`src/rtl/rgb_to_hsi_hue_unit_defines.svh`:
```
// Assertion macros for the rgb_to_hsi_hue_unit RTL.
// Included by the top level; no other dependencies.
`ifndef RGB_TO_HSI_HUE_UNIT_DEFINES_SVH
`define RGB_TO_HSI_HUE_UNIT_DEFINES_SVH
`ifndef SYNTHESIS
`define HSI_ASSERT_NOW(lbl, clk, rst, ante, cons) \
   lbl: assert property (@(posedge clk) disable iff (rst) (ante) |-> (cons)) \
      else $error("hsi: same-cycle check failed");
`define HSI_ASSERT_NEXT(lbl, clk, rst, ante, cons) \
   lbl: assert property (@(posedge clk) disable iff (rst) (ante) |=> (cons)) \
      else $error("hsi: next-cycle check failed");
`else
`define HSI_ASSERT_NOW(lbl, clk, rst, ante, cons)
`define HSI_ASSERT_NEXT(lbl, clk, rst, ante, cons)
`endif
`endif

```
`src/rtl/hsi_pkg.sv`:
```
// Shared types, constants and the cosine threshold function for the HSI hue unit.
// No dependencies.
package hsi_pkg;

   localparam int CHAN_W    = 8;
   localparam int HUE_W     = 9;
   localparam int FRAC_W    = 16;               // sqrt works on D << (2*FRAC_W)
   localparam int Q_W       = 17;               // quotient bits kept, covers 0..2^17-1
   localparam int Q_SHIFT   = 2 * FRAC_W - Q_W; // dividend pre-shift for first divide cell
   localparam int X_W       = 18;               // signed Q16 ratio
   localparam int DEG_MAX   = 180;
   localparam int THETA_W   = 8;
   localparam int HUE_MAX   = 359;
   localparam int COS_SHIFT = 14;               // Q30 -> Q16

   localparam logic [Q_W-1:0] ONE_Q16 = Q_W'(65536);
   localparam longint ONE_Q30  = 64'sd1073741824;
   localparam longint COS1_Q30 = 64'sd1073578288;

   typedef struct packed {
      logic [CHAN_W-1:0] red;
      logic [CHAN_W-1:0] green;
      logic [CHAN_W-1:0] blue;
   } req_type;

   typedef struct packed {
      logic [HUE_W-1:0] hue_degrees;
      logic             gray_pixel;
   } rsp_type;

   // per-beat flags that ride alongside the datapath
   typedef struct packed {
      logic neg;     // numerator negative
      logic b_gt_g;  // blue above green, hue reflected
      logic gray;
      logic ovf;     // quotient at or above 2^17
   } side_type;

   // floor(cos(d deg) in Q30 / 2^14), cosine from the integer recurrence
   function automatic logic signed [X_W-1:0] cos_thr(input int d);
      longint c_prev;
      longint c_cur;
      longint c_next;
      longint p;
      longint m;
      longint r;
      c_prev = ONE_Q30;
      c_cur  = COS1_Q30;
      for (int k = 1; k < d; k++) begin
         p = COS1_Q30 * c_cur;
         m = (p < 0) ? -p : p;
         r = (m + (longint'(1) <<< 29)) >>> 30;
         if (p < 0) begin
            r = -r;
         end
         c_next = 2 * r - c_prev;
         c_prev = c_cur;
         c_cur  = c_next;
      end
      if (d == 0) begin
         c_cur = ONE_Q30;
      end
      if (d >= DEG_MAX) begin
         c_cur = -ONE_Q30;
      end
      return X_W'(c_cur >>> COS_SHIFT);
   endfunction

endpackage

```
`src/rtl/hsi_sqrt_cell.sv`:
```
// One digit cell of the pipelined square root: two radicand bits in, one root bit out.
// Depends on hsi_pkg.
module hsi_sqrt_cell #(
   parameter int RW = 24,
   parameter int MW = 9
) (
   input  logic                clock,
   input  logic                reset,
   input  logic                en,
   input  logic                in_valid,
   input  logic [2*RW-1:0]     in_rad,
   input  logic [RW:0]         in_rem,
   input  logic [RW-1:0]       in_root,
   input  logic [MW-1:0]       in_mag,
   input  hsi_pkg::side_type   in_side,
   output logic                out_valid,
   output logic [2*RW-1:0]     out_rad,
   output logic [RW:0]         out_rem,
   output logic [RW-1:0]       out_root,
   output logic [MW-1:0]       out_mag,
   output hsi_pkg::side_type   out_side
);

   logic                valid_ff;
   logic [2*RW-1:0]     rad_ff;
   logic [RW:0]         rem_ff, rem_in;
   logic [RW-1:0]       root_ff, root_in;
   logic [MW-1:0]       mag_ff;
   hsi_pkg::side_type   side_ff;
   logic [RW+2:0]       rem_sh;
   logic [RW+2:0]       trial;
   logic                ge;

   always_comb begin
      rem_sh  = {in_rem, in_rad[2*RW-1 -: 2]};
      trial   = {1'b0, in_root, 2'b01};
      ge      = rem_sh >= trial;
      rem_in  = ge ? (RW+1)'(rem_sh - trial) : (RW+1)'(rem_sh);
      root_in = {in_root[RW-2:0], ge};
   end

   always_ff @(posedge clock) begin
      if (reset) begin
         valid_ff <= 1'b0;
      end else if (en) begin
         valid_ff <= in_valid;
      end
   end

   always_ff @(posedge clock) begin
      if (en) begin
         rad_ff  <= {in_rad[2*RW-3:0], 2'b00};
         rem_ff  <= rem_in;
         root_ff <= root_in;
         mag_ff  <= in_mag;
         side_ff <= in_side;
      end
   end

   assign out_valid = valid_ff;
   assign out_rad   = rad_ff;
   assign out_rem   = rem_ff;
   assign out_root  = root_ff;
   assign out_mag   = mag_ff;
   assign out_side  = side_ff;

endmodule

```
`config.mk`:
```
export PLATFORM = sky130hd
export DESIGN_NAME = hsi_sqrt_cell
export DESIGN_NICKNAME = d
export VERILOG_FILES = /design/src/rtl/rgb_to_hsi_hue_unit_defines.svh /design/src/rtl/hsi_pkg.sv /design/src/rtl/hsi_sqrt_cell.sv
export SDC_FILE = /design/constraint.sdc
export NUM_CORES = 1
export LEC_CHECK = 0
export ABC_AREA = 1
export BUFFER_PORTS_ARGS = -buffer_cell sky130_fd_sc_hd__buf_2
export CORE_MARGIN = 5
export CORE_UTILIZATION = 45
export CTS_BUF_LIST = sky130_fd_sc_hd__clkbuf_4 sky130_fd_sc_hd__clkbuf_8
export CTS_CLUSTER_DIAMETER = 40
export CTS_CLUSTER_SIZE = 12
export DETAILED_ROUTE_END_ITERATION = 8
export PLACE_DENSITY = 0.85
export SLEW_MARGIN = 0
export SYNTH_ARGS = -nofsm -noshare
export SYNTH_HDL_FRONTEND = slang
export SYNTH_SLANG_ARGS = --single-unit
```
`constraint.sdc`:
```
create_clock -name clock -period 4.7 [get_ports clock]
set_clock_uncertainty 0.15 [all_clocks]
set_input_delay 1.41 -clock clock [delete_from_list [all_inputs] [get_ports clock]]
set_output_delay 1.41 -clock clock [all_outputs]
set_load 0.05 [all_outputs]
```
==> results of run 1 <==
==> worst max-delay path, stage by stage <==
cell and delay (ns):
buf_2 0.09, inv_1 0.04, ha_1 0.33, nand2_1 0.12
inv_1 0.06, a21oi_1 0.17, nand2_2 0.10, nand2_1 0.07
nand2_1 0.11, nand2_4 0.28, nand3_4 0.35, nand2_1 0.19
nand2_1 0.06
==> synth_stat cells, drive strengths merged, types with 2 or more instances <==
cell type  instances
xor2              10
nand3             25
and3               2
nand4             33
nand3b             3
ha                26
edfxtp           108
a21oi             11
inv              119
and2               2
buf               10
nor3               3
nor2              35
nand2            232
==> placed cells by master (no fill, tap or decap), types with 2 or more instances in the layout <==
cell type and n:
clkbuf_8 9, conb_1 2, nor2_4 2, a21oi_1 10, xor2_1 10, buf_4 3, inv_2 2, ha_1 26
and2_1 2, edfxtp_1 108, nor2_1 29, nand3_1 23, inv_1 117, nand2_1 228, and3_1 2, nor3_1 2
buf_2 221, nand2_2 3, nand3b_1 3, nand4_1 33, nor2_2 4
==> sequential cells by signal, summed over array words and instances, names as in the netlist <==
register / flops
out_mag: 9
out_rad: 46
out_rem: 25
out_root: 24
out_side: 4
out_valid: 1
==> area by class of cell <==
type	instances	area, sq um
fillers	1128	5310
multi-input cells	389	1990
inverters	119	447
flip-flops and latches	109	3260
well taps	172	215
clock inverters	6	70.1
clock buffers	10	131
repair buffers	225	1150
==> path summary, 6_finish.rpt <==
| check | startpoint | end | slack (ns) | cells past startpoint |
|---|---|---|---|---|
| setup / recovery | in_root[3] | out_rem[21]$_DFFE_PP_ | 1.27 | 13 |
| hold reg to reg | out_valid$_SDFFE_PP0P_ | out_valid$_SDFFE_PP0P_ | 0.36 | 2 |
| setup reg to reg | out_valid$_SDFFE_PP0P_ | out_valid$_SDFFE_PP0P_ | 3.97 | 2 |
| hold / removal | out_valid$_SDFFE_PP0P_ | out_valid$_SDFFE_PP0P_ | 0.36 | 2 |
==> power groups by stage <==
stage / sequential, mW / clock (mW) / combinational (mW)
3_5_place_dp: 1.22 / 0 / 0.791
2_1_floorplan: 1.55 / 0 / 0.242
5_1_grt: 1.21 / 0.641 / 0.846
4_1_cts: 1.20 / 0.600 / 0.793
6_report: 1.20 / 0.588 / 0.789
3_3_place_gp: 1.22 / 0 / 0.779
==> stage by stage <==
step | cell area [sq um] | setup slack (ns) | hold WS (ns) | utilization (%)
finish | 7260 | 1.27 | 0.360 | 57.8
global route | 7260 | 1.05 | 0.403 | 57.8
detailed placement | 7060 | 0.902 | 0.338 | 56.2
global placement | 7060 | 0.976 | 0.321 | 56.2
floorplan | 5770 | 1.53 | 0.583 | -
CTS | 7260 | 1.32 | 0.361 | 57.8
==> cells by family after synthesis <==
| logic type | synth area share (%) |
|---|---|
| other | 0.0650 |
| flip-flops | 56.6 |
| buffers and inverters | 9.00 |
| AO/OA/AOI/OAI | 1.24 |
| XOR/XNOR | 1.67 |
| multiplexers | 0.174 |
| AND/OR/NAND/NOR | 25.6 |
| adder cells (fa/ha/maj) | 5.64 |
==> routing by layer <==
| layer | wire, um | vias up | global-route usage [%] |
|---|---|---|---|
| li1 | - | 2463 | - |
| met1 | 5830 | 2239 | 21.7 |
| met4 | 182 | 0 | 5.33 |
| met2 | 8290 | 173 | 37.8 |
| met3 | 1440 | 13 | 6.08 |
| met5 | 0 | - | 0 |
==> reports/results.ini, run 1 <==
[die]
start_util_pct=45.9
ios=225
fp-row-count=41
die_width_um=123
die_area_sq_mm=0.0152
coreArea_sq_mm=0.0126
die-height_um=123

[clock_network]
hold_buffers=0
cts_resized=0
h-tree-depth=3
post-cts-setup-buffers=0
clkTransAtPathRegs_ns=0.10
root_buffer=clkbuf_8
cts_buffer_depth=2
cts-buffers-inserted=9
cts_tree=built
clock-sinks=109
clock_latency_ns=0.38

[timing]
finalCritPeriodShare_pct=73.0
period_needed_ns=3.43
rsz0062_at_grt=false
tns_ns=0
hold_viol=0
worst_pin_slew_ns=0.672
relSlewSlack_pct=55.2
slew_violations=0
fmax_ghz=0.292
finalSetupViolations=0

[synth]
synth_seq_area_share_pct=56.6
yosysUniqueCellTypes=33
synth_top_area_share_pct=56.2
synth_edf_count=108
synth_top_cell_by_area=edfxtp_1
ys_ff_latch=109
netlist_area_sq_mm=0.00577
syn_inst=627
avgSynthCellArea_sq_um=9.20
synth-warning-count=0
synth_ff_type=edfxtp_1
synth.area.top_cells=edfxtp_1, nand2_1, inv_1, ha_1, nand4_1
synthArstFlopShare_pct=0

[run_status]
status=complete, no violations

[route]
drc=0
drtIter0Drc=288
firstDrtPassIters=5
vias_per_cell=4.75
ant_nets=0
wirelength_mm=15.7
post_drt_wl_per_cell_um=15.3
vias=4888

[final_layout]
layout.nets=993
syn_to_final_growth_pct=25.9
antennaDiodeCount=0
layout-drive-gt1-share_pct=30.1
finalNonFillerCells=1030

[pwr]
p_int_mw=1.63
p_comb_share_pct=30.7
peakVddDrop_mv=0.128
total_power_mw=2.58
power.density_mw_per_mm2=355
p_sw_mw=0.946
p_clk_share_pct=22.8
cellLeakagePower_nw=3.77
swShare_pct=36.7
pwr-share-seq_pct=46.5

[global_routing]
globalRouteOverflowTotal=0
grt_pass1_wl_mm=23.1
grt_pass1_vias=4627
grt_max_degree=60
antenna_found_initial=0
grt_util_all_layers_pct=20.1

[setup_path]
crit_type=primary input to flip-flop
critPathArrivalTime_ns=3.42
end_kind=flip-flop
critPathRequiredTime_ns=4.69
crit_fanout=26
startpoint_type=primary input

[placement]
dp.cells=1014
port_buffers=222
gp_congestion=0.939
place_hpwl_mm=12.6

[flow_run]
maxCapViolCount=0

[worst_hold_path]
hold_class=flip-flop to flip-flop

Note: power is estimated with default switching activity, not from simulation.
==> run 2, diff against run 1 <==
PLACE_DENSITY = 0.88   (was 0.85)
clock period = 2.9 ns   (was 4.7 ns; I/O delays follow)
==> run 2 against run 1 <==
Net effect:
- setup slack got worse by 0.87 ns
- highest routed layer unchanged
- critical endpoint is now out_rem[17]$_DFFE_PP_
- die area unchanged
- utilization increased by 1.1 points
- via count increased by 1.8%
- combinational power increased by 66%
- sequential share of layout area decreased by 0.87 points
- routed wire length increased by 3.3%
- final area increased by 2.0%
==> reports/results.ini, run 2 (synthesized netlist as in run 1, its figures left out) <==
[global_routing]
globalRouteOverflowTotal=0  ; unchanged
grt_util_all_layers_pct=20.9  ; +0.86 points
grt_pass1_wl_mm=24.1  ; +3.9%
antenna_found_initial=0  ; unchanged
grt_pass1_vias=4726  ; +2.1%
grt_max_degree=45  ; -25%

[placement]
dp_slack_ns=0.0252  ; -0.877 ns
postPlaceCellArea_sq_mm=0.00721  ; +2.2%
dp.cells=1031  ; +1.7%
port_buffers=222  ; unchanged
place_hpwl_mm=13.3  ; +5.5%
gp_congestion=0.948  ; +1.0%

[setup_path]
critPathArrivalTime_ns=2.48  ; -0.94 ns
r2r_cells=2  ; unchanged
startpoint_type=primary input
cp_slowest_cell=ha_1
end_kind=flip-flop
path_cells=buf_2 -> inv_1 -> ha_1 -> nand2_1 -> nor2_4 -> inv_2 -> nor2_2 -> and3_1 -> nand2_4 -> buf_4 -> nand4_1 -> nand2_1
critPathMostFrequentCell=nand2_1
critPathMaxStageDelay_ns=0.33  ; -0.02 ns
crit_fanout=12  ; -54%
crit_type=primary input to flip-flop
critPathRequiredTime_ns=2.88  ; -1.81 ns

[route]
post_drt_wl_per_cell_um=15.5  ; +1.7%
wirelength_mm=16.3  ; +3.3%
drc=0  ; unchanged
drtIter0Drc=247  ; -14%
ant_nets=0  ; unchanged
firstDrtPassIters=5  ; unchanged
vias=4977  ; +1.8%
vias_per_cell=4.76  ; +0.26%

[final_layout]
layout.cells.most_common=nand2_1
layout.nets=1010  ; +1.7%
layout_common_cells=nand2_1, buf_2, inv_1
syn_to_final_growth_pct=28.4
fin_area_sq_mm=0.00741  ; +2.0%
finalNonFillerCells=1046  ; +1.6%
fin_util_pct=58.9  ; +1.1 points
layout-drive-gt1-share_pct=31.4  ; +1.3 points
antennaDiodeCount=0  ; unchanged
largest_register_ffs=46  ; unchanged

[clock_network]
clock_latency_ns=0.37  ; about the same
root_buffer=clkbuf_8
clock-sinks=109  ; unchanged
cts-buffers-inserted=9  ; unchanged
h-tree-depth=3  ; unchanged
cts_tree=built
post-cts-setup-buffers=0  ; unchanged
hold_buffers=0  ; unchanged
cts_buffer_depth=2  ; unchanged
clkTransAtPathRegs_ns=0.09  ; about the same
cts_resized=0  ; unchanged

[pwr]
total_power_mw=4.17  ; +62%
cellLeakagePower_nw=3.86  ; +2.3%
peakVddDrop_mv=0.252  ; +97%
power.density_mw_per_mm2=563  ; +59%

[flow_run]
maxCapViolCount=0  ; unchanged

[die]
fp-row-count=41  ; unchanged
coreArea_sq_mm=0.0126  ; unchanged
ios=225  ; unchanged
die_area_sq_mm=0.0152  ; unchanged
die_width_um=123  ; unchanged
start_util_pct=45.9  ; unchanged
die-height_um=123  ; unchanged

[timing]
slew_violations=0  ; unchanged
fmax_ghz=0.401
finalCritPeriodShare_pct=86.1
hold_viol=0  ; unchanged
setup_ws_ns=0.404  ; -0.867 ns
period_needed_ns=2.50
rsz0062_at_grt=false
finalSetupViolations=0  ; unchanged
holdWs_ns=0.357  ; -0.00329 ns
tns_ns=0  ; unchanged

[worst_hold_path]
hold_class=flip-flop to flip-flop
min_path_cells=2  ; unchanged

[run_status]
status=complete, no violations

run 2: report_power, final:
part           total (mW)  leakage, nW  switching, mW  internal [mW]
sequential           1.94         1.06         0.0358           1.91
clock               0.920       0.0982          0.510          0.410
combinational        1.31         2.70          0.969          0.341
run 2: path summary, 6_finish.rpt:
check | start | endpoint | slack, ns
worst min register to register | out_valid$_SDFFE_PP0P_ | out_valid$_SDFFE_PP0P_ | 0.36
worst max-delay path | in_root[10] | out_rem[17]$_DFFE_PP_ | 0.40
worst min-delay path | out_valid$_SDFFE_PP0P_ | out_valid$_SDFFE_PP0P_ | 0.36
worst max register to register | out_valid$_SDFFE_PP0P_ | out_valid$_SDFFE_PP0P_ | 2.17
run 2: layer usage:
layer | part of all wire, % | GRT usage (%) | up-vias
met3 | 10 | 6.31 | 19
met2 | 50 | 38.0 | 208
met5 | 0 | 0 | -
li1 | - | - | 2501
met1 | 38 | 23.3 | 2249
met4 | 1.9 | 7.20 | 0
run 2: critical path: cells and delay by family:
family                     cells  cell delay [ns]
and+or+nand+nor                7             0.88
buffers and inverters          4             0.39
adders and majority gates      1             0.33
run 2: final cells by class:
type / count / area (sq um)
Clock buffer: 10 / 131
Sequential cell: 109 / 3260
Fill cell: 1095 / 5160
Multi-Input combinational cell: 389 / 1990
Tap cell: 172 / 215
Inverter: 119 / 447
Timing Repair Buffer: 242 / 1300
Clock inverter: 5 / 60.1
==> run 3, diff against run 2 <==
CTS_BUF_LIST = not set   (was sky130_fd_sc_hd__clkbuf_4 sky130_fd_sc_hd__clkbuf_8)
SLEW_MARGIN = 25   (was 0)
==> run 3 against run 2 <==
Net effect:
- utilization is 0.80 points higher
- critical path type unchanged
- setup slack got worse by 0.011 ns
- critical path depth stayed put
- global-route usage is 0.23 points higher
- sequential share of layout area fell by 0.59 points
- final area increased by 1.4%
- combinational power about the same
- total power up 7.1%
- largest cell class unchanged
==> reports/results.ini, run 3 (synthesized netlist as in run 1, its figures left out) <==
[global_routing]
globalRouteOverflowTotal=0  ; unchanged
grt_pass1_wl_mm=24.2  ; +0.54%
grt_util_all_layers_pct=21.2  ; +0.23 points
grt_max_degree=45  ; unchanged
antenna_found_initial=1  ; +1
grt_pass1_vias=4720  ; -0.13%

[route]
vias=4977  ; unchanged
drtIter0Drc=321  ; +30%
post_drt_wl_per_cell_um=15.7  ; +0.80%
wirelength_mm=16.4  ; +0.90%
drc=0  ; unchanged
ant_nets=0  ; unchanged
firstDrtPassIters=5  ; unchanged
vias_per_cell=4.75  ; about the same

[setup_path]
crit_fanout=13  ; +1
critPathArrivalTime_ns=2.47  ; about the same
end_kind=flip-flop
startpoint_type=primary input
cp_slowest_cell=ha_1
startpoint=in_root[10]
crit_type=primary input to flip-flop
reg2reg_from=out_valid$_SDFFE_PP0P_
critPathMaxStageDelay_ns=0.34  ; about the same
critPathRequiredTime_ns=2.86  ; -0.02 ns
critPathMostFrequentCell=nand2_1
path_cells=buf_2 -> inv_1 -> ha_1 -> nand2_1 -> nor2_4 -> inv_2 -> nor2_2 -> and3_1 -> nand2_4 -> buf_4 -> nand4_1 -> nand2_1

[die]
die-height_um=123  ; unchanged
start_util_pct=45.9  ; unchanged
ios=225  ; unchanged
die_area_sq_mm=0.0152  ; unchanged
fp-row-count=41  ; unchanged
die_width_um=123  ; unchanged
coreArea_sq_mm=0.0126  ; unchanged

[timing]
tns_ns=0  ; unchanged
period_needed_ns=2.51  ; +0.0111 ns
hold_viol=0  ; unchanged
rsz0062_at_grt=false
fmax_ghz=0.399  ; -0.44%
finalSetupViolations=0  ; unchanged
setup_ws_ns=0.393  ; -0.0111 ns
finalCritPeriodShare_pct=86.5  ; +0.38 points
slew_violations=0  ; unchanged

[pwr]
power.density_mw_per_mm2=595  ; +5.7%
peakVddDrop_mv=0.257  ; +2.0%
cellLeakagePower_nw=3.90  ; +1.1%
total_power_mw=4.47  ; +7.1%

[final_layout]
layout-drive-gt1-share_pct=31.2  ; -0.11 points
final.fill_count=1073  ; -2.0%
layout.nets=1010  ; unchanged
regArea_sq_mm=0.00326  ; unchanged
layout.cells.most_common=nand2_1
layout_common_cells=nand2_1, buf_2, inv_1
fin_util_pct=59.7  ; +0.80 points
multi_input_area_sq_mm=0.00199  ; unchanged
largest_register_ffs=46  ; unchanged
syn_to_final_growth_pct=30.2

[worst_hold_path]
min_from=out_valid$_SDFFE_PP0P_
hold_class=flip-flop to flip-flop

[clock_network]
root_buffer=clkbuf_16
clkTransAtPathRegs_ns=0.07  ; -0.02 ns
clock_latency_ns=0.35  ; -0.02 ns
hold_buffers=0  ; unchanged
cts_tree=built
cts_buffer_depth=2  ; unchanged
h-tree-depth=3  ; unchanged
cts-buffers-inserted=9  ; unchanged
post-cts-setup-buffers=0  ; unchanged
cts_resized=0  ; unchanged
clock-sinks=109  ; unchanged

[run_status]
status=complete, no violations

[placement]
port_buffers=222  ; unchanged
place_hpwl_mm=13.3  ; unchanged
gp_congestion=0.948  ; unchanged
dp_slack_ns=0.0252  ; unchanged

[flow_run]
maxCapViolCount=0  ; unchanged

-- run 3: cell types whose count changed in the layout (fill, tap and decap cells not counted) --
cell       previous run  this run
clkbuf_1              0         1
clkbuf_16             0         9
clkbuf_4              1         0
clkbuf_8              9         0
diode_2               0         1
-- run 3: cell type report --
class                           count  area share (%)
Clock inverter                      5           0.800
Timing Repair Buffer              242            17.3
Clock buffer                       10            3.05
Inverter                          119            5.95
Antenna cell                        1          0.0333
Sequential cell                   109            43.5
Multi-Input combinational cell    389            26.5
Tap cell                          172            2.87
-- run 3: worst paths after layout --
path                                 end  slack, ns  cells past startpoint
hold reg to reg   out_valid$_SDFFE_PP0P_       0.35                      2
setup / recovery    out_rem[1]$_DFFE_PP_       0.39                     12
setup reg to reg  out_valid$_SDFFE_PP0P_       2.17                      2
hold / removal    out_valid$_SDFFE_PP0P_       0.35                      2
-- run 3: routing by layer --
metal	vias up	GRT usage (%)	routed length [um]
met5	-	0	0
met4	0	8.93	417
met3	23	6.08	1590
met2	196	38.0	8200
met1	2250	23.3	6200
li1	2508	-	-
-- run 3: power breakdown --
group          internal, mW  leakage [nW]  switching (mW)  total, mW
Sequential             1.91          1.06          0.0357       1.94
Clock                 0.670         0.141           0.541       1.21
Combinational         0.341          2.70           0.972       1.31
-- run 3: per-stage QoR --
step | area (sq um) | hold WS, ns | std cells
after floorplan | 5770 | 0.583 | 628
after global placement | 7210 | 0.328 | 1031
after detailed placement | 7210 | 0.338 | 1031
after CTS | 7500 | 0.352 | 1046
after global routing | 7510 | 0.373 | 1047
final | 7510 | 0.350 | 1047
-- run 3: worst max-delay path: cells and delay by family --
| kind | cells | cell delay [ns] |
|---|---|---|
| fa+ha+maj | 1 | 0.34 |
| buf+inv | 4 | 0.37 |
| simple gates | 7 | 0.87 |
