`src/rtl/rgb_to_hsi_hue_unit_defines.svh`:
```
// Assertion macros for the rgb_to_hsi_hue_unit RTL.
// Included by the top level; no other dependencies.
`ifndef RGB_TO_HSI_HUE_UNIT_DEFINES_SVH
`define RGB_TO_HSI_HUE_UNIT_DEFINES_SVH
`ifndef SYNTHESIS
`define HSI_ASSERT_NOW(lbl, clk, rst, ante, cons) \
   lbl: assert property (@(posedge clk) disable iff (rst) (ante) |-> (cons)) \
      else $error("hsi: same-cycle check failed");
`define HSI_ASSERT_NEXT(lbl, clk, rst, ante, cons) \
   lbl: assert property (@(posedge clk) disable iff (rst) (ante) |=> (cons)) \
      else $error("hsi: next-cycle check failed");
`else
`define HSI_ASSERT_NOW(lbl, clk, rst, ante, cons)
`define HSI_ASSERT_NEXT(lbl, clk, rst, ante, cons)
`endif
`endif

```
`src/rtl/hsi_pkg.sv`:
```
// Shared types, constants and the cosine threshold function for the HSI hue unit.
// No dependencies.
package hsi_pkg;

   localparam int CHAN_W    = 8;
   localparam int HUE_W     = 9;
   localparam int FRAC_W    = 16;               // sqrt works on D << (2*FRAC_W)
   localparam int Q_W       = 17;               // quotient bits kept, covers 0..2^17-1
   localparam int Q_SHIFT   = 2 * FRAC_W - Q_W; // dividend pre-shift for first divide cell
   localparam int X_W       = 18;               // signed Q16 ratio
   localparam int DEG_MAX   = 180;
   localparam int THETA_W   = 8;
   localparam int HUE_MAX   = 359;
   localparam int COS_SHIFT = 14;               // Q30 -> Q16

   localparam logic [Q_W-1:0] ONE_Q16 = Q_W'(65536);
   localparam longint ONE_Q30  = 64'sd1073741824;
   localparam longint COS1_Q30 = 64'sd1073578288;

   typedef struct packed {
      logic [CHAN_W-1:0] red;
      logic [CHAN_W-1:0] green;
      logic [CHAN_W-1:0] blue;
   } req_type;

   typedef struct packed {
      logic [HUE_W-1:0] hue_degrees;
      logic             gray_pixel;
   } rsp_type;

   // per-beat flags that ride alongside the datapath
   typedef struct packed {
      logic neg;     // numerator negative
      logic b_gt_g;  // blue above green, hue reflected
      logic gray;
      logic ovf;     // quotient at or above 2^17
   } side_type;

   // floor(cos(d deg) in Q30 / 2^14), cosine from the integer recurrence
   function automatic logic signed [X_W-1:0] cos_thr(input int d);
      longint c_prev;
      longint c_cur;
      longint c_next;
      longint p;
      longint m;
      longint r;
      c_prev = ONE_Q30;
      c_cur  = COS1_Q30;
      for (int k = 1; k < d; k++) begin
         p = COS1_Q30 * c_cur;
         m = (p < 0) ? -p : p;
         r = (m + (longint'(1) <<< 29)) >>> 30;
         if (p < 0) begin
            r = -r;
         end
         c_next = 2 * r - c_prev;
         c_prev = c_cur;
         c_cur  = c_next;
      end
      if (d == 0) begin
         c_cur = ONE_Q30;
      end
      if (d >= DEG_MAX) begin
         c_cur = -ONE_Q30;
      end
      return X_W'(c_cur >>> COS_SHIFT);
   endfunction

endpackage

```
`src/rtl/hsi_div_cell.sv`:
```
// One restoring-division cell: one quotient bit per cell.
// Depends on hsi_pkg.
module hsi_div_cell #(
   parameter int DW = 25
) (
   input  logic                     clock,
   input  logic                     reset,
   input  logic                     en,
   input  logic                     in_valid,
   input  logic [DW-1:0]            in_rem,
   input  logic [DW-1:0]            in_dv,
   input  logic [hsi_pkg::Q_W-1:0]  in_q,
   input  hsi_pkg::side_type        in_side,
   output logic                     out_valid,
   output logic [DW-1:0]            out_rem,
   output logic [DW-1:0]            out_dv,
   output logic [hsi_pkg::Q_W-1:0]  out_q,
   output hsi_pkg::side_type        out_side
);

   logic                     valid_ff;
   logic [DW-1:0]            rem_ff, rem_in;
   logic [DW-1:0]            dv_ff;
   logic [hsi_pkg::Q_W-1:0]  q_ff, q_in;
   hsi_pkg::side_type        side_ff;
   logic [DW:0]              rem_sh;
   logic                     ge;

   always_comb begin
      rem_sh = {in_rem, 1'b0};
      ge     = rem_sh >= {1'b0, in_dv};
      rem_in = ge ? DW'(rem_sh - {1'b0, in_dv}) : DW'(rem_sh);
      q_in   = {in_q[hsi_pkg::Q_W-2:0], ge};
   end

   always_ff @(posedge clock) begin
      if (reset) begin
         valid_ff <= 1'b0;
      end else if (en) begin
         valid_ff <= in_valid;
      end
   end

   always_ff @(posedge clock) begin
      if (en) begin
         rem_ff  <= rem_in;
         dv_ff   <= in_dv;
         q_ff    <= q_in;
         side_ff <= in_side;
      end
   end

   assign out_valid = valid_ff;
   assign out_rem   = rem_ff;
   assign out_dv    = dv_ff;
   assign out_q     = q_ff;
   assign out_side  = side_ff;

endmodule

```
`config.mk`:
```
export PLATFORM = sky130hd
export DESIGN_NAME = hsi_div_cell
export DESIGN_NICKNAME = d
export VERILOG_FILES = /design/src/rtl/rgb_to_hsi_hue_unit_defines.svh /design/src/rtl/hsi_pkg.sv /design/src/rtl/hsi_div_cell.sv
export SDC_FILE = /design/constraint.sdc
export NUM_CORES = 1
export LEC_CHECK = 0
export ABC_AREA = 1
export BUFFER_PORTS_ARGS = -buffer_cell sky130_fd_sc_hd__buf_2
export CAP_MARGIN = 10
export CORE_MARGIN = 1.5
export CORE_UTILIZATION = 56
export CTS_CLUSTER_DIAMETER = 80
export DETAILED_ROUTE_END_ITERATION = 10
export GPL_TIMING_DRIVEN = 1
export PLACE_DENSITY = 0.87
export SKIP_CTS_REPAIR_TIMING = 1
export SYNTH_ARGS = -nofsm -noshare
export SYNTH_HDL_FRONTEND = slang
export SYNTH_SLANG_ARGS = --single-unit
```
`constraint.sdc`:
```
create_clock -name clock -period 3.6 [get_ports clock]
set_input_delay 0.54 -clock clock [delete_from_list [all_inputs] [get_ports clock]]
set_output_delay 0.54 -clock clock [all_outputs]
set_load 0.05 [all_outputs]
```
==> results of run 1 <==
==> critical path: cells and delay by family <==
family                     cells  cell delay (ns)
and+or+nand+nor                8             1.89
buffers and inverters          2             0.13
adders and majority gates      1             0.34
==> logic make-up after synthesis <==
family                     share of synthesized area (%)
muxes                                              0.216
DFF                                                 46.5
buffers and inverters                               11.0
AOI/OAI and AO/OA                                   1.49
adders and majority gates                           7.20
xor gates and xnor gates                            2.27
and+or+nand+nor                                     31.3
==> state kept, by name, summed over array words and instances, names as in the netlist <==
register   count
out_valid      1
out_dv        25
out_rem       25
out_q         17
out_side       4
==> through the flow <==
stage               power (µW)  setup WS, ns  std cells  instance area (µm²)  util, %
detailed placement        1900         0.637        826                 5440     69.4
global placement          1880         0.725        826                 5440     69.4
floorplan                 1680          1.47        585                 4620        -
finish                    2640         0.901        842                 5660     72.2
CTS                       2640         0.937        842                 5660     72.2
global route              2740         0.760        842                 5660     72.2
==> power by group through the flow <==
stage	clock (µW)	combinational (µW)	sequential (µW)
after floorplan	0	307	1370
after global placement	0	818	1060
after detailed placement	0	837	1070
after CTS	744	844	1050
after global routing	774	915	1060
final	743	849	1050
==> worst max path at each step <==
stage / to / slack, ns / cells after the start / from
final: out_rem[15]$_DFFE_PP_ / 0.90 / 11 / in_dv[9]
after global routing: out_rem[15]$_DFFE_PP_ / 0.76 / 13 / in_dv[9]
after CTS: out_rem[15]$_DFFE_PP_ / 0.94 / 12 / in_rem[8]
after detailed placement: out_rem[15]$_DFFE_PP_ / 0.64 / 12 / in_rem[8]
after global placement: out_rem[19]$_DFFE_PP_ / 0.73 / 12 / in_rem[8]
after floorplan: out_rem[20]$_DFFE_PP_ / 1.47 / 13 / in_dv[17]
==> synth_stat cells, drive strengths merged <==
| library cell | instances | area (µm²) |
|---|---|---|
| dfxtp | 1 | 20.0 |
| nor2 | 35 | 139 |
| inv | 122 | 458 |
| nor3b | 1 | 12.5 |
| edfxtp | 71 | 2130 |
| nor3 | 2 | 21.3 |
| or2 | 3 | 18.8 |
| nand3 | 25 | 155 |
| and2 | 3 | 18.8 |
| fa | 1 | 20.0 |
| a21oi | 10 | 61.3 |
| buf | 8 | 52.6 |
| xnor2 | 1 | 8.76 |
| o21a | 1 | 7.51 |
| nand3b | 1 | 7.51 |
| mux2i | 1 | 10.0 |
| nand4 | 32 | 200 |
| xor2 | 11 | 96.3 |
| ha | 25 | 313 |
| nand2 | 231 | 872 |
==> metal layers <==
metal / up-vias / GRT usage [%] / part of all wire (%) / routed length (µm)
met5: - / 0 / 0 / 0
met4: 0 / 10.9 / 2.5 / 318
met1: 1949 / 38.4 / 41 / 5310
li1: 2144 / - / - / -
met2: 252 / 49.4 / 47 / 6040
met3: 33 / 5.99 / 9.2 / 1190
==> layout make-up <==
cell class	count	area [µm²]	share of cell area (%)
Clock buffer	10	128	2.25
Clock inverter	6	92.6	1.63
Timing Repair Buffer	147	743	13.1
Sequential cell	72	2150	38.0
Multi-Input combinational cell	383	1960	34.6
Inverter	122	458	8.09
Tap cell	102	128	2.25
==> impl_summary.log, run 1 <==
INFO  metric worst-setup-path-type = input pin to register
INFO  metric count_of_cells_along_the_worst_register_to_register_path = 2
INFO  metric cp_data_required_time = 3.81 ns
INFO  metric gr-usage-all-layers = between 20 and 30%
INFO  metric max_stage_delay = roughly 0.45 ns
INFO  metric hold-path-endpoint = out_valid$_SDFFE_PP0P_
INFO  metric final_cell_mix = 229 x nand2_1, 144 x buf_2, 119 x inv_1
INFO  metric data_arrival_time_at_the_worst_slack_endpoint = slightly below 3 ns
INFO  metric initial_cell_density_of_the_core = between 50% and 60%
INFO  metric p_seq_share = 39.7%
INFO  metric outcome = completed
INFO  metric hold_viol_final = 0
INFO  metric cts-htree-levels = 3
INFO  metric avgViaCountPerCell = between 5 and 6
INFO  metric die_h = ~94 µm
INFO  metric fin_crit = 2.70 ns
INFO  metric synthToLayoutAreaGrowth = 22.5%
INFO  metric timing.rr.start = out_valid$_SDFFE_PP0P_
INFO  metric postSynthRegisterBits = 72
INFO  metric holdCritStartpoint = reset
INFO  metric ant_nets = 0
INFO  metric report.final.slew_viol_count = 0
INFO  metric postSynthNetCount = ~690
INFO  metric cts_tree = yes
INFO  metric cts_num_sinks = 72
INFO  metric timing.hold.worst_path_depth = 2
INFO  metric finalSetupViolCount = 0
INFO  metric portBuffers = 145
INFO  metric antenna_found_initial = 0
INFO  metric worstSkewPairLatency = between 0.3 and 0.4 ns
INFO  metric synthesis.instances = between 500 and 600
INFO  metric power.switching = about 1000 µW
INFO  metric reg2reg_slack = about 3.0 ns
INFO  metric hpwl = ~9500 µm
INFO  metric worstReg2RegEnd = out_valid$_SDFFE_PP0P_
INFO  metric initialDrtViolationCount = between 200 and 250
INFO  metric synth.cell_area = around 4600 µm²
INFO  metric grt_start_max_net_pins = 73
INFO  metric setup.worst_path.start_class = input pin
INFO  metric max_cap_viol_count = 0
INFO  metric synth_cell_types = 29
INFO  metric max-clock-path-buffers = 2
INFO  metric vias = 4378
INFO  metric final_min_period_over_clock_period = 75.0%
INFO  metric root_buffer = clkbuf_8
INFO  metric drive_above_1_share = between 20% and 30%
INFO  metric floorplan.core_area = around 8000 µm²
INFO  metric layout.filler_cells = between 600 and 700
INFO  metric timing.fmax = 371 MHz
INFO  metric power.share.combinational = between 30% and 40%
INFO  metric synth_sequential_area_ratio = a little under half
INFO  metric cts.reportedPaths.clkPinSlew = 0.08 ns
INFO  metric critical_path_peak_fanout = 26
INFO  metric vdd_ir_drop_max = 0.281 mV
INFO  metric gp_routability_congestion = a little over 0.9
INFO  metric die-area = 8810 µm²
INFO  metric crit_top_cell = nand2_1
INFO  metric synthesis.yosys.warnings = 0
INFO  metric antenna_cells = 0
INFO  metric cp-end-kind = register
INFO  metric design.portCount = 147
INFO  metric grt_first_pass_wirelength = 19800 µm
INFO  metric p_int = 1640 µW
INFO  metric grt_overflow = 0
INFO  metric max_slew.worst_pin.slew = between 0.9 and 1 ns
INFO  metric crit_slowest_cell = nand3_4
INFO  metric power.density_cell_area = ~470 nW/µm²
INFO  metric routed_wire_length_per_instance = ~15 µm
INFO  metric postSynthAreaPerCell = about 7.9 µm²
INFO  metric mostFrequentLayoutCell = nand2_1
INFO  metric power.share.switching = a little under two fifths
INFO  metric drt-total-wl = 12900 µm
INFO  metric worstHoldPathType = input pin to register
INFO  metric pwr-share-clk = 28.1%
INFO  metric fin_setup_tns = 0 ns
INFO  metric grt_setup_unrepaired = no
INFO  metric hold_slack = ~0.34 ns
INFO  metric slew_headroom = a little under two fifths
INFO  metric crit_path_cell_trace = buf_2, inv_1, ha_1, nand2_1, nor2_1, nand3_1, nand3_1, nand3_4, nand3_4, nand2_1, nand2_1
INFO  metric drcViolationCount = 0
INFO  metric first_global_vias = approximately 4000
INFO  metric detailedRoute.firstPassIterationCount = 5
INFO  metric die_width = between 90 and 100 µm
INFO  metric num_rows = 32
INFO  metric tritoncts.num_buffers = 9
INFO  metric total_leakage_power = just over 0.003 µW
INFO  metric clock_skew = 0 ns
INFO  metric fin_nets = ~840
Note: power is estimated with default switching activity, not from simulation.
==> run 2, diff against run 1 <==
Settings changed: CORE_UTILIZATION 56 to 47, PLACE_DENSITY 0.87 to 0.78.
Clock period 3.6 ns to 2.3 ns, I/O delays scaled along.
==> impl_summary.log, run 2 (synthesis results as in run 1) <==
INFO  metric drcViolationCount = 0
INFO  metric vdd_ir_drop_max = 0.309 mV
INFO  metric final_cell_mix = 229 x nand2_1, 144 x buf_2, 119 x inv_1
INFO  metric grt_start_max_net_pins = 43
INFO  metric timing.fmax = between 500 and 600 MHz
INFO  metric finalSetupViolCount = 0
INFO  metric clock_skew = 0 ns
INFO  metric initial_cell_density_of_the_core = ~48%
INFO  metric cp-end-kind = register
INFO  metric max_cap_viol_count = 0
INFO  metric avgViaCountPerCell = between 4 and 5
INFO  metric worstHoldPathType = input pin to register
INFO  metric data_arrival_time_at_the_worst_slack_endpoint = between 2 and 2.5 ns
INFO  metric grt_setup_unrepaired = no
INFO  metric floorplan.core_area = slightly below 10000 µm²
INFO  metric crit_path_cell_trace = buf_2, ha_1, nand2_1, inv_1, nand2_1, nand2_1, nand2_1, nand2_1, a21oi_4, nand3_4, nand2_1, nand2_1
INFO  metric gp_routability_congestion = between 0.9 and 1
INFO  metric cp_data_required_time = around 2.4 ns
INFO  metric initialDrtViolationCount = slightly below 200
INFO  metric slew_headroom = 70.8%
INFO  metric power.density_cell_area = approximately 670 nW/µm²
INFO  metric setup.worst_path.end = out_rem[14]$_DFFE_PP_
INFO  metric report.final.slew_viol_count = 0
INFO  metric grt_first_pass_wirelength = roughly 18000 µm
INFO  metric first_global_vias = roughly 3900
INFO  metric root_buffer = clkbuf_8
INFO  metric ant_nets = 0
INFO  metric design.portCount = roughly 150
INFO  metric drt-total-wl = 11700 µm
INFO  metric worst-setup-path-type = input pin to register
INFO  metric placement.cell_area = between 5000 and 6000 µm²
INFO  metric grt_overflow = 0
INFO  metric hold_slack = 0.144 ns
INFO  metric mostFrequentLayoutCell = nand2_1
INFO  metric tritoncts.num_buffers = 9
INFO  metric hold_viol_final = 0
INFO  metric worstSkewPairLatency = between 0.3 and 0.4 ns
INFO  metric die_width = 102 µm
INFO  metric worstReg2RegEnd = out_valid$_SDFFE_PP0P_
INFO  metric max-clock-path-buffers = 2
INFO  metric critical_path.startpoint = in_rem[12]
INFO  metric max_slew.worst_pin.slew = 0.438 ns
INFO  metric detailedRoute.firstPassIterationCount = 4
INFO  metric finalWorstSetupSlack = between 0.3 and 0.4 ns
INFO  metric setup.worst_path.start_class = input pin
INFO  metric outcome = completed
INFO  metric fin_nets = between 800 and 900
INFO  metric critical_path_peak_fanout = 26
INFO  metric cts_tree = yes
INFO  metric finalInstanceArea = around 5800 µm²
INFO  metric dp_slack = -0.0644 ns
INFO  metric timing.rr.start = out_valid$_SDFFE_PP0P_
INFO  metric antenna_cells = 0
INFO  metric cts.reportedPaths.clkPinSlew = roughly 0.08 ns
INFO  metric die_h = between 100 and 150 µm
INFO  metric vias = approximately 4200
INFO  metric portBuffers = ~150
INFO  metric cts-htree-levels = 3
INFO  metric layout.filler_cells = approximately 910
INFO  metric antenna_found_initial = 0
INFO  metric synthToLayoutAreaGrowth = 25.1%
INFO  metric timing.hold.worst_path_depth = 2
INFO  metric die-area = 10400 µm²
INFO  metric reg2reg_slack = between 1.5 and 2 ns
INFO  metric max_stage_delay = between 0.3 and 0.4 ns
INFO  metric count_of_cells_along_the_worst_register_to_register_path = 2
INFO  metric cts_num_sinks = 72
INFO  metric totalPowerFinal = a little under 4000 µW
INFO  metric total_leakage_power = between 0.003 and 0.004 µW
INFO  metric crit_slowest_cell = ha_1
INFO  metric final_min_period_over_clock_period = between 80% and 90%
INFO  metric num_rows = 36
INFO  metric drive_above_1_share = 25.2%
INFO  metric gr-usage-all-layers = around 22%
INFO  metric hpwl = ~9400 µm
INFO  metric fin_crit = approximately 2 ns
INFO  metric crit_top_cell = nand2_1
INFO  metric routed_wire_length_per_instance = about 13 µm
-- run 2: cell count changes in the layout (fill, tap and decap cells not counted) --
cell	delta
buf_12	+3
clkinvlp_4	-2
buf_4	+8
bufinv_16	-2
clkinv_2	+2
clkbuf_8	+2
-- run 2: cell type report --
| cell class | count | area (µm²) | area share (%) |
|---|---|---|---|
| Clock buffer | 12 | 155 | 2.68 |
| Clock inverter | 4 | 27.5 | 0.476 |
| Inverter | 122 | 458 | 7.92 |
| Multi-Input combinational cell | 383 | 1960 | 33.9 |
| Sequential cell | 72 | 2150 | 37.2 |
| Tap cell | 133 | 166 | 2.88 |
| Timing Repair Buffer | 158 | 863 | 14.9 |
-- run 2: per-stage QoR --
stage,setup TNS (ns),utilization [%],instances
final,0,60.0,884
after global routing,0,60.0,884
after CTS,0,60.0,884
after detailed placement,-1.07,58.1,868
after global placement,-0.320,58.1,868
after floorplan,0,-,585
-- run 2: worst max-delay path: cells and delay by family --
kind | cells | cell delay, ns
simple gates | 8 | 1.01
fa+ha+maj | 1 | 0.35
compound gates | 1 | 0.19
buf+inv | 2 | 0.18
-- run 2: power by group --
part	total, µW	internal (µW)	switching [µW]
clock	943	454	490
sequential	1630	1610	28.9
combinational	1320	355	968
-- run 2: metal layers --
| metal | track usage [%] | wire length (µm) | up-vias |
|---|---|---|---|
| met5 | 0 | 0 | - |
| met4 | 5.37 | 93 | 0 |
| met3 | 4.38 | 789 | 6 |
| met2 | 38.6 | 5550 | 144 |
| met1 | 29.4 | 5290 | 1876 |
| li1 | - | - | 2161 |
-- run 2: worst min path at each step --
stage / endpoint / startpoint / slack, ns
2_1_floorplan: out_valid$_SDFFE_PP0P_ / reset / 0.42
3_3_place_gp: out_valid$_SDFFE_PP0P_ / out_valid$_SDFFE_PP0P_ / 0.47
3_5_place_dp: out_valid$_SDFFE_PP0P_ / out_valid$_SDFFE_PP0P_ / 0.50
4_1_cts: out_valid$_SDFFE_PP0P_ / reset / 0.13
5_1_grt: out_valid$_SDFFE_PP0P_ / reset / 0.14
6_report: out_valid$_SDFFE_PP0P_ / reset / 0.14
==> run 3, diff against run 2 <==
Settings changed: CORE_ASPECT_RATIO set to 1.75.
==> impl_summary.log, run 3 (synthesis results as in run 1) <==
INFO  metric outcome = completed
INFO  metric report.final.slew_viol_count = 0
INFO  metric drt-total-wl = ~12000 µm
INFO  metric antenna_found_initial = 0
INFO  metric cp-end-kind = register
INFO  metric ant_nets = 0
INFO  metric timing.rr.start = out_valid$_SDFFE_PP0P_
INFO  metric max-clock-path-buffers = 2
INFO  metric path_depth = 12
INFO  metric reg2reg_slack = around 1.7 ns
INFO  metric p_seq_share = around 36%
INFO  metric hold-path-endpoint = out_valid$_SDFFE_PP0P_
INFO  metric power.share.switching = 35.1%
INFO  metric total_leakage_power = 0.00323 µW
INFO  metric gr-usage-all-layers = a little under a quarter
INFO  metric cts_tree = yes
INFO  metric max_cap_viol_count = 0
INFO  metric hpwl = around 9800 µm
INFO  metric max_slew.worst_pin.slew = 0.403 ns
INFO  metric final_min_period_over_clock_period = between 80 and 90%
INFO  metric initial_cell_density_of_the_core = around half
INFO  metric worstReg2RegEnd = out_valid$_SDFFE_PP0P_
INFO  metric drive_above_1_share = about a quarter
INFO  metric slew_headroom = 73.2%
INFO  metric power.density_cell_area = ~760 nW/µm²
INFO  metric count_of_cells_along_the_worst_register_to_register_path = 2
INFO  metric root_buffer = clkbuf_16
INFO  metric cts.reportedPaths.clkPinSlew = approximately 0.060 ns
INFO  metric power.switching = about 1600 µW
INFO  metric cts-htree-levels = 3
INFO  metric timing.hold.worst_path_depth = 2
INFO  metric cp_data_required_time = about 2.5 ns
INFO  metric critical_path.n_buffers_inverters = 3
INFO  metric design.portCount = roughly 150
INFO  metric critical_path_peak_fanout = 24
INFO  metric worstHoldPathType = input pin to register
INFO  metric critical_path.top_delay_family = simple AND/OR/NAND/NOR gates
INFO  metric gp_routability_congestion = approximately 0.89
INFO  metric crit_top_cell = nand2_1
INFO  metric die_width = just under 80 µm
INFO  metric worst-setup-path-type = input pin to register
INFO  metric fin_nets = 851
INFO  metric worstSkewPairLatency = between 0.3 and 0.4 ns
INFO  metric p_int = about 3000 µW
INFO  metric crit_slowest_cell = ha_1
INFO  metric dp_slack = about 0.013 ns
INFO  metric drcViolationCount = 0
INFO  metric fin_setup_tns = 0 ns
INFO  metric grt_first_pass_wirelength = between 15000 and 20000 µm
INFO  metric power.share.combinational = 29.7%
INFO  metric detailedRoute.firstPassIterationCount = 4
INFO  metric die-area = around 10000 µm²
INFO  metric initialDrtViolationCount = 158
INFO  metric portBuffers = 145
INFO  metric grt_start_max_net_pins = between 40 and 50
INFO  metric clock_skew = 0 ns
INFO  metric finalWorstSetupSlack = between 0.3 and 0.4 ns
INFO  metric routed_wire_length_per_instance = 13.6 µm
INFO  metric synthToLayoutAreaGrowth = 28.5%
INFO  metric timing.fmax = approximately 520 MHz
INFO  metric pwr-share-clk = about a third
INFO  metric avgViaCountPerCell = a little under 5
INFO  metric hold_viol_final = 0
INFO  metric tritoncts.num_buffers = 9
INFO  metric fin_crit = about 1.9 ns
INFO  metric grt_overflow = 0
INFO  metric cts_num_sinks = 72
INFO  metric first_global_vias = ~4100
INFO  metric floorplan.core_area = 9530 µm²
INFO  metric vias = 4226
INFO  metric mostFrequentLayoutCell = nand2_1
INFO  metric num_rows = 47
INFO  metric die_h = around 130 µm
INFO  metric crit_path_cell_trace = buf_2, ha_1, nand2_1, inv_1, nand2_1, nand2_1, nand2_1, nand2_1, a21oi_4, buf_4, nand4_1, nand2_1
INFO  metric grt_setup_unrepaired = no
INFO  metric data_arrival_time_at_the_worst_slack_endpoint = roughly 2.1 ns
INFO  metric setup.worst_path.start_class = input pin
INFO  metric vdd_ir_drop_max = around 0.5 mV
INFO  metric final_cell_mix = 229 x nand2_1, 144 x buf_2, 119 x inv_1
INFO  metric holdCritStartpoint = reset
INFO  metric antenna_cells = 0
INFO  metric finalSetupViolCount = 0
INFO  metric max_stage_delay = 0.36 ns
-- run 3: layout make-up --
class                           count  area, µm²
Clock buffer                        9        225
Clock inverter                      7        101
Fill cell                         883       3580
Inverter                          122        458
Multi-Input combinational cell    383       1960
Sequential cell                    72       2150
Tap cell                          122        153
Timing Repair Buffer              162        893
-- run 3: worst reg2reg max path, stage by stage, from the launching register on --
cell and delay [ns]:
dfxtp_1 0.31, mux2i_1 0.13, nor2_1 0.06
-- run 3: worst max path at each step --
| stage | start | endpoint | slack (ns) |
|---|---|---|---|
| after floorplan | in_dv[17] | out_rem[20]$_DFFE_PP_ | 0.36 |
| after global placement | in_rem[16] | out_rem[24]$_DFFE_PP_ | 0.03 |
| after detailed placement | in_dv[13] | out_rem[24]$_DFFE_PP_ | 0.01 |
| after CTS | in_dv[13] | out_rem[24]$_DFFE_PP_ | 0.37 |
| after global routing | in_dv[13] | out_rem[23]$_DFFE_PP_ | 0.20 |
| final | in_rem[12] | out_rem[6]$_DFFE_PP_ | 0.39 |
-- run 3: stage by stage --
| stage | hold slack (ns) | instance area (µm²) | utilization (%) | power, µW | std cells |
|---|---|---|---|---|---|
| after detailed placement | 0.519 | 5620 | 59.0 | 3010 | 861 |
| after global placement | 0.469 | 5620 | 59.0 | 2990 | 861 |
| after CTS | 0.160 | 5940 | 62.4 | 4550 | 877 |
| final | 0.165 | 5940 | 62.4 | 4520 | 877 |
| after global routing | 0.162 | 5940 | 62.4 | 4710 | 877 |
| after floorplan | 0.417 | 4620 | - | 2630 | 585 |
-- run 3: power by group through the flow --
stage                     combinational (µW)  sequential [µW]  clock, µW
after floorplan                          480             2150          0
after global placement                  1330             1660          0
after detailed placement                1350             1660          0
after CTS                               1350             1640       1560
after global routing                    1460             1650       1600
final                                   1340             1640       1540
-- run 3: routing by layer --
metal | wire length (µm) | up-vias | track usage (%) | part of all wire (%)
li1 | - | 2176 | - | -
met4 | 191 | 0 | 8.33 | 1.6
met3 | 479 | 20 | 3.88 | 4.0
met5 | 0 | - | 0 | 0
met2 | 6900 | 108 | 46.8 | 58
met1 | 4390 | 1922 | 24.2 | 37
